**config.mk**
```make
export PLATFORM = sky130hd
export DESIGN_NAME = packbits_row_decoder_top
export DESIGN_NICKNAME = d
export VERILOG_FILES = /design/src/sv/pbrd_pkg.sv /design/src/sv/pbrd_front.sv /design/src/sv/pbrd_cmd_fifo.sv /design/src/sv/pbrd_back.sv /design/src/sv/packbits_row_decoder_top.sv
export SDC_FILE = /design/constraint.sdc
export NUM_CORES = 1
export LEC_CHECK = 0
export BUFFER_PORTS_ARGS = -buffer_cell sky130_fd_sc_hd__buf_2
export CORE_MARGIN = 2
export CORE_UTILIZATION = 50
export DETAILED_ROUTE_END_ITERATION = 8
export PLACE_DENSITY = 0.71
export SYNTH_ARGS = -nofsm -noshare
export SYNTH_HDL_FRONTEND = slang
export SYNTH_SLANG_ARGS = --single-unit
```
**constraint.sdc**
```tcl
create_clock -name clk_i -period 4.3 [get_ports clk_i]
set_input_delay 0 -clock clk_i [delete_from_list [all_inputs] [get_ports clk_i]]
set_output_delay 0 -clock clk_i [all_outputs]
set_load 0.01 [all_outputs]
```
**src/sv/pbrd_pkg.sv**
```systemverilog
`default_nettype none

package pbrd_pkg;

  // Bytes packed into one result beat, held within the width of data_word.
  localparam int unsigned BYTES_PER_RESULT = 4;
  localparam int unsigned BEAT_BYTES =
    (BYTES_PER_RESULT < 1) ? 1 : ((BYTES_PER_RESULT > 4) ? 4 : BYTES_PER_RESULT);

  localparam int unsigned ROW_LEN_W     = 12;
  localparam int unsigned RUN_W         = 8;
  localparam logic [ROW_LEN_W-1:0] ROW_LEN_RESET = 12'd72;

  // Header byte decode
  localparam logic [7:0] HDR_REPEAT_MIN = 8'd128;

  // Command queue between front and back
  localparam int unsigned CMD_DEPTH = 4;
  localparam int unsigned CMD_PTR_W = $clog2(CMD_DEPTH);

  // Register map: register index taken from paddr[2]
  localparam int unsigned APB_ADDR_W    = 3;
  localparam logic        REG_ROW_LENGTH = 1'b0;

  typedef enum logic [1:0] {
    ST_OK            = 2'd0,
    ST_BAD_FORMAT    = 2'd1,
    ST_PREMATURE_END = 2'd2
  } status_e;

  typedef struct packed {
    logic [7:0] code_byte;
    logic       end_of_input;
  } in_t;

  typedef struct packed {
    logic [31:0] data_word;
    logic [2:0]  byte_count;
    logic        last_of_burst;
    logic        row_done;
    status_e     status;
  } out_t;

  // One unit of back-end work: repeat data_byte count times (count is 1 for a
  // literal, 0 for an error beat), then close the row if done is set.
  typedef struct packed {
    logic [7:0]     data_byte;
    logic [RUN_W-1:0] count;
    logic           done;
    status_e        status;
  } cmd_t;

endpackage

`default_nettype wire

```
**src/sv/pbrd_front.sv**
```systemverilog
`default_nettype none

module pbrd_front import pbrd_pkg::*; (
  input  wire logic                 clk_i,
  input  wire logic                 rst_ni,
  input  wire logic                 accept_i,
  input  wire in_t                  item_i,
  input  wire logic                 restart_i,
  input  wire logic [ROW_LEN_W-1:0] row_len_i,
  output logic                      cmd_push_o,
  output cmd_t                      cmd_o
);

  typedef enum logic [2:0] {
    PH_HDR = 3'b001,
    PH_LIT = 3'b010,
    PH_REP = 3'b100
  } phase_e;

  phase_e                 phase_q, phase_d;
  logic [RUN_W-1:0]       run_left_q, run_left_d;
  logic [ROW_LEN_W-1:0]   row_left_q, row_left_d;
  logic [ROW_LEN_W-1:0]   lit_cnt, rep_cnt, row_after;
  logic                   restart_row;

  assign lit_cnt = ROW_LEN_W'(item_i.code_byte) + ROW_LEN_W'(1);
  assign rep_cnt = ROW_LEN_W'(run_left_q) + ROW_LEN_W'(1);

  always_comb begin
    phase_d     = phase_q;
    run_left_d  = run_left_q;
    row_left_d  = row_left_q;
    row_after   = row_left_q;
    restart_row = 1'b0;
    cmd_push_o  = 1'b0;
    cmd_o       = '{data_byte: item_i.code_byte, count: '0, done: 1'b0, status: ST_OK};
    if (restart_i) begin
      restart_row = 1'b1;
    end else if (accept_i) begin
      if (item_i.end_of_input) begin
        cmd_push_o  = 1'b1;
        cmd_o.done  = 1'b1;
        cmd_o.status = (phase_q == PH_REP && rep_cnt > row_left_q) ?
                       ST_BAD_FORMAT : ST_PREMATURE_END;
        restart_row = 1'b1;
      end else begin
        unique case (phase_q)
          PH_LIT: begin
            run_left_d = run_left_q - RUN_W'(1);
            row_after  = row_left_q - ROW_LEN_W'(1);
            row_left_d = row_after;
            if (run_left_d == '0) begin
              phase_d = PH_HDR;
            end
            cmd_push_o  = 1'b1;
            cmd_o.count = RUN_W'(1);
            cmd_o.done  = (row_after == '0);
            restart_row = (row_after == '0);
          end
          PH_REP: begin
            cmd_push_o = 1'b1;
            if (rep_cnt > row_left_q) begin
              cmd_o.done   = 1'b1;
              cmd_o.status = ST_BAD_FORMAT;
              restart_row  = 1'b1;
            end else begin
              row_after   = row_left_q - rep_cnt;
              row_left_d  = row_after;
              phase_d     = PH_HDR;
              run_left_d  = '0;
              cmd_o.count = rep_cnt[RUN_W-1:0];
              cmd_o.done  = (row_after == '0);
              restart_row = (row_after == '0);
            end
          end
          default: begin
            // Header byte; an unknown phase code is taken as a header too.
            if (item_i.code_byte < HDR_REPEAT_MIN) begin
              if (lit_cnt > row_left_q) begin
                cmd_push_o   = 1'b1;
                cmd_o.done   = 1'b1;
                cmd_o.status = ST_BAD_FORMAT;
                restart_row  = 1'b1;
              end else begin
                phase_d    = PH_LIT;
                run_left_d = lit_cnt[RUN_W-1:0];
              end
            end else begin
              phase_d    = PH_REP;
              run_left_d = RUN_W'(9'd256 - {1'b0, item_i.code_byte});
            end
          end
        endcase
      end
    end
    if (restart_row) begin
      phase_d    = PH_HDR;
      run_left_d = '0;
      row_left_d = row_len_i;
    end
  end

  always_ff @(posedge clk_i or negedge rst_ni) begin
    if (!rst_ni) begin
      phase_q    <= PH_HDR;
      run_left_q <= '0;
      row_left_q <= ROW_LEN_RESET;
    end else begin
      phase_q    <= phase_d;
      run_left_q <= run_left_d;
      row_left_q <= row_left_d;
    end
  end

  a_lit_run_nonzero: assert property (@(posedge clk_i) disable iff (!rst_ni)
    phase_q == PH_LIT |-> run_left_q != '0)
    else $error("literal phase with no bytes left in the run");

  a_row_left_bounded: assert property (@(posedge clk_i) disable iff (!rst_ni)
    $past(restart_i) |-> row_left_q == $past(row_len_i))
    else $error("row restart did not reload the row length");

endmodule

`default_nettype wire

```
**src/sv/pbrd_cmd_fifo.sv**
```systemverilog
`default_nettype none

module pbrd_cmd_fifo import pbrd_pkg::*; (
  input  wire logic clk_i,
  input  wire logic rst_ni,
  input  wire logic push_i,
  input  wire cmd_t cmd_i,
  output logic      full_o,
  input  wire logic pop_i,
  output logic      empty_o,
  output cmd_t      head_o
);

  cmd_t                 mem_q [CMD_DEPTH];
  logic [CMD_PTR_W-1:0] wr_ptr_q, rd_ptr_q;
  logic [CMD_PTR_W:0]   count_q;
  logic                 do_push, do_pop;

  assign full_o  = (count_q == (CMD_PTR_W+1)'(CMD_DEPTH));
  assign empty_o = (count_q == '0);
  assign do_push = push_i && !full_o;
  assign do_pop  = pop_i && !empty_o;
  assign head_o  = mem_q[rd_ptr_q];

  always_ff @(posedge clk_i) begin
    if (do_push) begin
      mem_q[wr_ptr_q] <= cmd_i;
    end
  end

  always_ff @(posedge clk_i or negedge rst_ni) begin
    if (!rst_ni) begin
      wr_ptr_q <= '0;
      rd_ptr_q <= '0;
      count_q  <= '0;
    end else begin
      if (do_push) begin
        wr_ptr_q <= wr_ptr_q + CMD_PTR_W'(1);
      end
      if (do_pop) begin
        rd_ptr_q <= rd_ptr_q + CMD_PTR_W'(1);
      end
      count_q <= count_q + (CMD_PTR_W+1)'(do_push) - (CMD_PTR_W+1)'(do_pop);
    end
  end

endmodule

`default_nettype wire

```
**src/sv/pbrd_back.sv**
```systemverilog
`default_nettype none

module pbrd_back import pbrd_pkg::*; (
  input  wire logic clk_i,
  input  wire logic rst_ni,
  input  wire logic cmd_empty_i,
  input  wire cmd_t cmd_i,
  output logic      cmd_pop_o,
  output logic      empty_o,
  input  wire logic pop_i,
  output out_t      result_o
);

  logic             started_q, started_d;
  logic [RUN_W-1:0] left_q, left_d;
  logic             out_valid_q, out_valid_d;
  out_t             out_q, out_d;
  logic [RUN_W-1:0] cur_left, take, left_after;
  logic             slot_free, emit;
  logic [31:0]      word;

  assign slot_free  = !out_valid_q || pop_i;
  assign emit       = slot_free && !cmd_empty_i;
  assign cur_left   = started_q ? left_q : cmd_i.count;
  assign take       = (cur_left < RUN_W'(BEAT_BYTES)) ? cur_left : RUN_W'(BEAT_BYTES);
  assign left_after = cur_left - take;

  always_comb begin
    word = '0;
    for (int i = 0; i < BEAT_BYTES; i++) begin
      if (RUN_W'(i) < take) begin
        word[8*i +: 8] = cmd_i.data_byte;
      end
    end
  end

  always_comb begin
    started_d   = started_q;
    left_d      = left_q;
    out_valid_d = out_valid_q && !pop_i;
    out_d       = out_q;
    cmd_pop_o   = 1'b0;
    if (emit) begin
      out_valid_d         = 1'b1;
      out_d.data_word     = word;
      out_d.byte_count    = take[2:0];
      out_d.last_of_burst = (left_after == '0);
      out_d.row_done      = (left_after == '0) && cmd_i.done;
      out_d.status        = cmd_i.status;
      if (left_after == '0) begin
        cmd_pop_o = 1'b1;
        started_d = 1'b0;
      end else begin
        started_d = 1'b1;
        left_d    = left_after;
      end
    end
  end

  always_ff @(posedge clk_i or negedge rst_ni) begin
    if (!rst_ni) begin
      started_q   <= 1'b0;
      out_valid_q <= 1'b0;
    end else begin
      started_q   <= started_d;
      out_valid_q <= out_valid_d;
    end
  end

  always_ff @(posedge clk_i) begin
    left_q <= left_d;
    out_q  <= out_d;
  end

  assign empty_o  = !out_valid_q;
  assign result_o = out_q;

  a_error_beat_shape: assert property (@(posedge clk_i) disable iff (!rst_ni)
    out_valid_q && out_q.status != ST_OK |->
      out_q.byte_count == '0 && out_q.row_done && out_q.last_of_burst)
    else $error("error beat carries data or is not the end of a row");

  a_mid_burst_full: assert property (@(posedge clk_i) disable iff (!rst_ni)
    out_valid_q && !out_q.last_of_burst |-> out_q.byte_count == 3'(BEAT_BYTES))
    else $error("beat inside a burst is not full");

endmodule

`default_nettype wire

```
**src/sv/packbits_row_decoder_top.sv**
```systemverilog
// PackBits row decoder.
// Input queue (push/full, item_i): one coded byte per transaction, or an end
// of input marker. Output queue (empty/pop, result_o): decoded beats of up to
// four bytes, first byte in bits 7:0; last_of_burst marks the final beat of an
// input transaction, row_done closes a row (complete, bad format or premature
// end, given in status).
// A front stage tracks header/literal/repeat phase and the bytes left in the
// row and posts one command per data byte or error into a 4-deep queue; a back
// stage expands each command into beats and holds them in an output register.
// The first result of a transaction passes through the command queue and then
// the output register before it shows on result_o.
// Throughput: one input transaction per cycle while the command queue has
// room; a repeat byte holds the back stage for its ceil(count/4) beats (up to 33),
// the back stage being the limit. Header bytes yield no result.
// A stalled receiver (pop low) holds the output register, the back stage then
// stops and, once the command queue fills, full rises.
// Reset: row length 72, row restarts, both queues empty. A write to the row
// length register over APB (address 0) restarts the row at once; write it
// only while the block is idle.
`default_nettype none

module packbits_row_decoder_top import pbrd_pkg::*; (
  input  wire logic                  clk_i,
  input  wire logic                  rst_ni,
  // input queue
  input  wire logic                  push,
  output logic                       full,
  input  wire in_t                   item_i,
  // output queue
  output logic                       empty,
  input  wire logic                  pop,
  output out_t                       result_o,
  // APB configuration
  input  wire logic                  psel,
  input  wire logic                  penable,
  input  wire logic                  pwrite,
  input  wire logic [APB_ADDR_W-1:0] paddr,
  input  wire logic [31:0]           pwdata,
  output logic [31:0]                prdata,
  output logic                       pready
);

  logic [ROW_LEN_W-1:0] row_len_q, row_len_d;
  logic                 cfg_write;
  logic                 item_accept;
  logic                 cmd_push, cmd_pop, cmd_full, cmd_empty;
  cmd_t                 cmd_in, cmd_head;

  // Register access: write completes in the access phase, pready tied high.
  assign pready    = 1'b1;
  assign cfg_write = psel && penable && pwrite && (paddr[2] == REG_ROW_LENGTH);
  assign row_len_d = cfg_write ? pwdata[ROW_LEN_W-1:0] : row_len_q;
  assign prdata    = (paddr[2] == REG_ROW_LENGTH) ? 32'(row_len_q) : '0;

  always_ff @(posedge clk_i or negedge rst_ni) begin
    if (!rst_ni) begin
      row_len_q <= ROW_LEN_RESET;
    end else begin
      row_len_q <= row_len_d;
    end
  end

  // Take an item only while the command queue can absorb whatever it yields.
  assign full        = cmd_full;
  assign item_accept = push && !cmd_full;

  pbrd_front u_front (
    .clk_i      (clk_i),
    .rst_ni     (rst_ni),
    .accept_i   (item_accept),
    .item_i     (item_i),
    .restart_i  (cfg_write),
    .row_len_i  (row_len_d),
    .cmd_push_o (cmd_push),
    .cmd_o      (cmd_in)
  );

  pbrd_cmd_fifo u_cmd_fifo (
    .clk_i   (clk_i),
    .rst_ni  (rst_ni),
    .push_i  (cmd_push),
    .cmd_i   (cmd_in),
    .full_o  (cmd_full),
    .pop_i   (cmd_pop),
    .empty_o (cmd_empty),
    .head_o  (cmd_head)
  );

  // Expand commands into beats; the output register decouples the receiver.
  pbrd_back u_back (
    .clk_i       (clk_i),
    .rst_ni      (rst_ni),
    .cmd_empty_i (cmd_empty),
    .cmd_i       (cmd_head),
    .cmd_pop_o   (cmd_pop),
    .empty_o     (empty),
    .pop_i       (pop),
    .result_o    (result_o)
  );

endmodule

`default_nettype wire

```
==> impl_metrics.py <==
metrics = {
    "cts": {
        "clock-sinks": 167,
        "numCtsBuffers": 17,
        "cts_resized": 0,
        "worst_skew_pair.late_latency_ns": 0.43,
        "ctsHoldBuffers": 21,
        "cts_tree": "built",
        "clkTransAtPathRegs_ns": 0.08,
        "clk_path_buf_depth": 2,
        "cts_root_buf": "clkbuf_16",
        "post_cts_buffers": 0,
        "htreeDepth": 4,
    },
    "setup_path": {
        "endpoint_kind": "register",
        "rrSetupSlack_ns": 0.45,
        "path_class": "register to register",
        "r2r-end": "u_front.row_left_q[6]",
        "critPathLaunchType": "register",
        "worstPathMaxFanout": 15,
        "r2r-start": "u_front.run_left_q[0]",
        "crit_required_ns": 4.68,
        "cp.arrival_ns": 4.23,
        "worstRegToRegCells": 14,
    },
    "cells_and_area": {
        "layout_commonest_cell": "edfxtp_1",
        "fin_area_sq_mm": 0.0104,
        "multiInputGateArea_sq_mm": 0.00383,
        "final_cell_mix": "edfxtp_1 (123), buf_2 (81), nand2_1 (61)",
        "regArea_sq_mm": 0.00480,
        "nFillCells": 1443,
        "drive_gt1_share_pct": 20.7,
        "fin_nets": 954,
        "instances_no_fill": 1111,
        "utilization_pct": 58.2,
        "diodes": 0,
        "area_growth_pct": 15.0,
    },
    "placement": {
        "globalplace.congestion": 0.895,
        "placedCellCount": 1058,
        "placed_area_sq_mm": 0.00955,
        "io_buffers": 81,
        "dp_hpwl_um": 12900,
    },
    "route": {
        "dr.pass1.iters": 5,
        "num_vias": 6177,
        "wl_per_cell_um": 16.7,
        "drt_wl_total_um": 18500,
        "ant_nets": 0,
        "routed_via_density": 5.56,
        "initialDrtViolationCount": 475,
        "drc_errors": 0,
    },
    "pwr": {
        "powerDensity_mw_per_mm2": 700,
        "p_switching_uw": 2870,
        "seq_power_share_pct": 36.9,
        "p_leak_uw": 0.00410,
        "internal-power_uw": 4400,
        "switching_share_pct": 39.4,
        "p_clk_share_pct": 21.2,
        "ir_drop_mv": 0.388,
        "p_comb_share_pct": 42.0,
    },
    "logic_synthesis": {
        "synth_area_sq_mm": 0.00902,
        "ys_ff_latch": 167,
        "ys_warn_count": 0,
        "synthTopCellsByArea": "edfxtp_1 (41%), dfrtp_1 (11%), mux4_2 (4.7%)",
        "yosysTopAreaCell": "edfxtp_1",
        "synthFlopType": "edfxtp_1",
        "async_flop_share_pct": 26.3,
        "syn_inst": 777,
        "synth_top_area_share_pct": 40.9,
        "yosysSeqAreaShare_pct": 53.2,
        "syn_area_per_cell_sq_um": 11.6,
        "synth_edf_count": 123,
        "ys_types": 83,
    },
    "global_route": {
        "grt_use_total_pct": 19.8,
        "grt_max_degree": 45,
        "antenna_found_initial": 0,
        "grt_pass1_vias": 6000,
        "grt_pass1_wl_um": 30700,
        "grt_overflow": 0,
    },
    "sta": {
        "finalHoldViolCount": 0,
        "slew_viol_final": 0,
        "fmax_mhz": 259,
        "hold_slack_ns": 0.0288,
        "setup_violations": 0,
        "worst_pin_slew_ns": 1.07,
        "tns_ns": 0,
        "slew_headroom_pct": 28.8,
        "fin_crit_ns": 3.85,
        "period_share_pct": 89.6,
        "rsz0062_at_grt": "false",
        "skew_ns": 0.0102,
    },
    "outcome": {
        "outcome": "finished, final reports clean",
    },
    "hold_path": {
        "min_to": "u_cmd_fifo.mem_q[3][18]",
        "hold_class": "primary input to register",
        "holdPathStages": 1,
        "hp-start": "item_i[8]",
    },
    "floorplan": {
        "initial_core_util_pct": 50.6,
        "die_h_um": 138,
        "core_sq_mm": 0.0178,
        "ioPinCount": 125,
        "die_w_um": 138,
        "dieArea_sq_mm": 0.0191,
        "rows": 49,
    },
    "job": {
        "cap_violations": 0,
    },
}
-- registers in the layout (all words and copies together), names as in the netlist --
| register | flops |
|---|---|
| u_cmd_fifo.count_q | 3 |
| u_back.left_q | 8 |
| u_cmd_fifo.wr_ptr_q | 2 |
| u_cmd_fifo.rd_ptr_q | 2 |
| u_cmd_fifo.mem_q | 76 |
| u_back.result_o | 39 |
| u_back.out_valid_q | 1 |
| u_back.started_q | 1 |
| u_front.phase_q | 3 |
| u_front.row_left_q | 12 |
| u_front.run_left_q | 8 |
| row_len_q | 12 |
-- how the worst max path moves through the flow --
stage	endpoint	cells after the start	slack, ns	from
after floorplan	u_cmd_fifo.count_q[2]	8	0.39	u_cmd_fifo.count_q[1]
after global placement	u_front.row_left_q[4]	14	0.62	u_front.run_left_q[0]
after detailed placement	u_front.row_left_q[4]	14	0.53	u_front.run_left_q[0]
after CTS	u_front.row_left_q[4]	14	0.47	u_front.run_left_q[0]
after global routing	u_front.row_left_q[10]	13	0.16	u_front.run_left_q[0]
final	u_front.row_left_q[6]	14	0.45	u_front.run_left_q[0]
-- cells in the mapped netlist (25+ instances only) --
cell,count
edfxtp_1,123
nand3_1,28
xnor2_1,27
inv_1,30
o21ai_0,28
nor2_1,60
dfrtp_1,39
clkbuf_1,25
nand2_1,61
nor2b_1,52
a21oi_1,27
ha_1,32
-- per-layer routing --
layer / track usage [%] / up-vias / wire (um)
met3: 3.36 / 36 / 700
li1: - / 2974 / -
met2: 32.6 / 160 / 9120
met4: 7.30 / 0 / 370
met1: 26.7 / 3007 / 8320
met5: 0 / - / 0
-- layout make-up --
| type | instances | area share, % |
|---|---|---|
| Clock buffer | 17 | 4.10 |
| Tap cell | 229 | 2.76 |
| Multi-Input combinational cell | 536 | 37.0 |
| Sequential cell | 167 | 46.3 |
| Timing Repair Buffer | 116 | 6.95 |
| Inverter | 31 | 1.12 |
| Clock inverter | 15 | 1.85 |
-- power groups by stage --
stage / sequential (uW) / combinational, uW / clock [uW]
2_1_floorplan: 2600 / 2350 / 0
3_3_place_gp: 2690 / 2960 / 0
4_1_cts: 2670 / 3050 / 1570
6_report: 2680 / 3050 / 1540
5_1_grt: 2730 / 3400 / 1630
3_5_place_dp: 2710 / 3010 / 0
-- cell families (layout without fill, tap and decap cells) --
kind of cell | after synthesis | in the layout | synth area share, %
other | 2 | 21 | 0.0832
XOR/XNOR | 41 | 41 | 4.06
adder cells (fa/ha/maj) | 35 | 35 | 4.99
multiplexers | 32 | 32 | 6.41
AO/OA/AOI/OAI | 129 | 129 | 9.82
buffers and inverters | 93 | 179 | 5.21
flip-flops | 167 | 167 | 53.2
AND/OR/NAND/NOR | 278 | 278 | 16.2
-- through the flow --
step           power (uW)  setup slack [ns]
6_report             7270             0.446
5_1_grt              7760             0.156
4_1_cts              7290             0.474
3_5_place_dp         5720             0.525
3_3_place_gp         5650             0.619
2_1_floorplan        4950             0.386
-- worst max-delay path, cell delays in order, from the launching register on --
cell      delay [ns]
dfrtp_1         0.46
inv_1           0.14
nor3_1          0.27
nand2_1         0.10
xor2_1          0.18
ha_1            0.47
and3b_1         0.22
a211o_1         0.23
a311oi_1        0.44
o21ai_0         0.20
nor4_2          0.30
a21oi_2         0.19
o21ai_2         0.15
buf_4           0.24
o221a_2         0.21
Power figures use the tool's default switching activity.
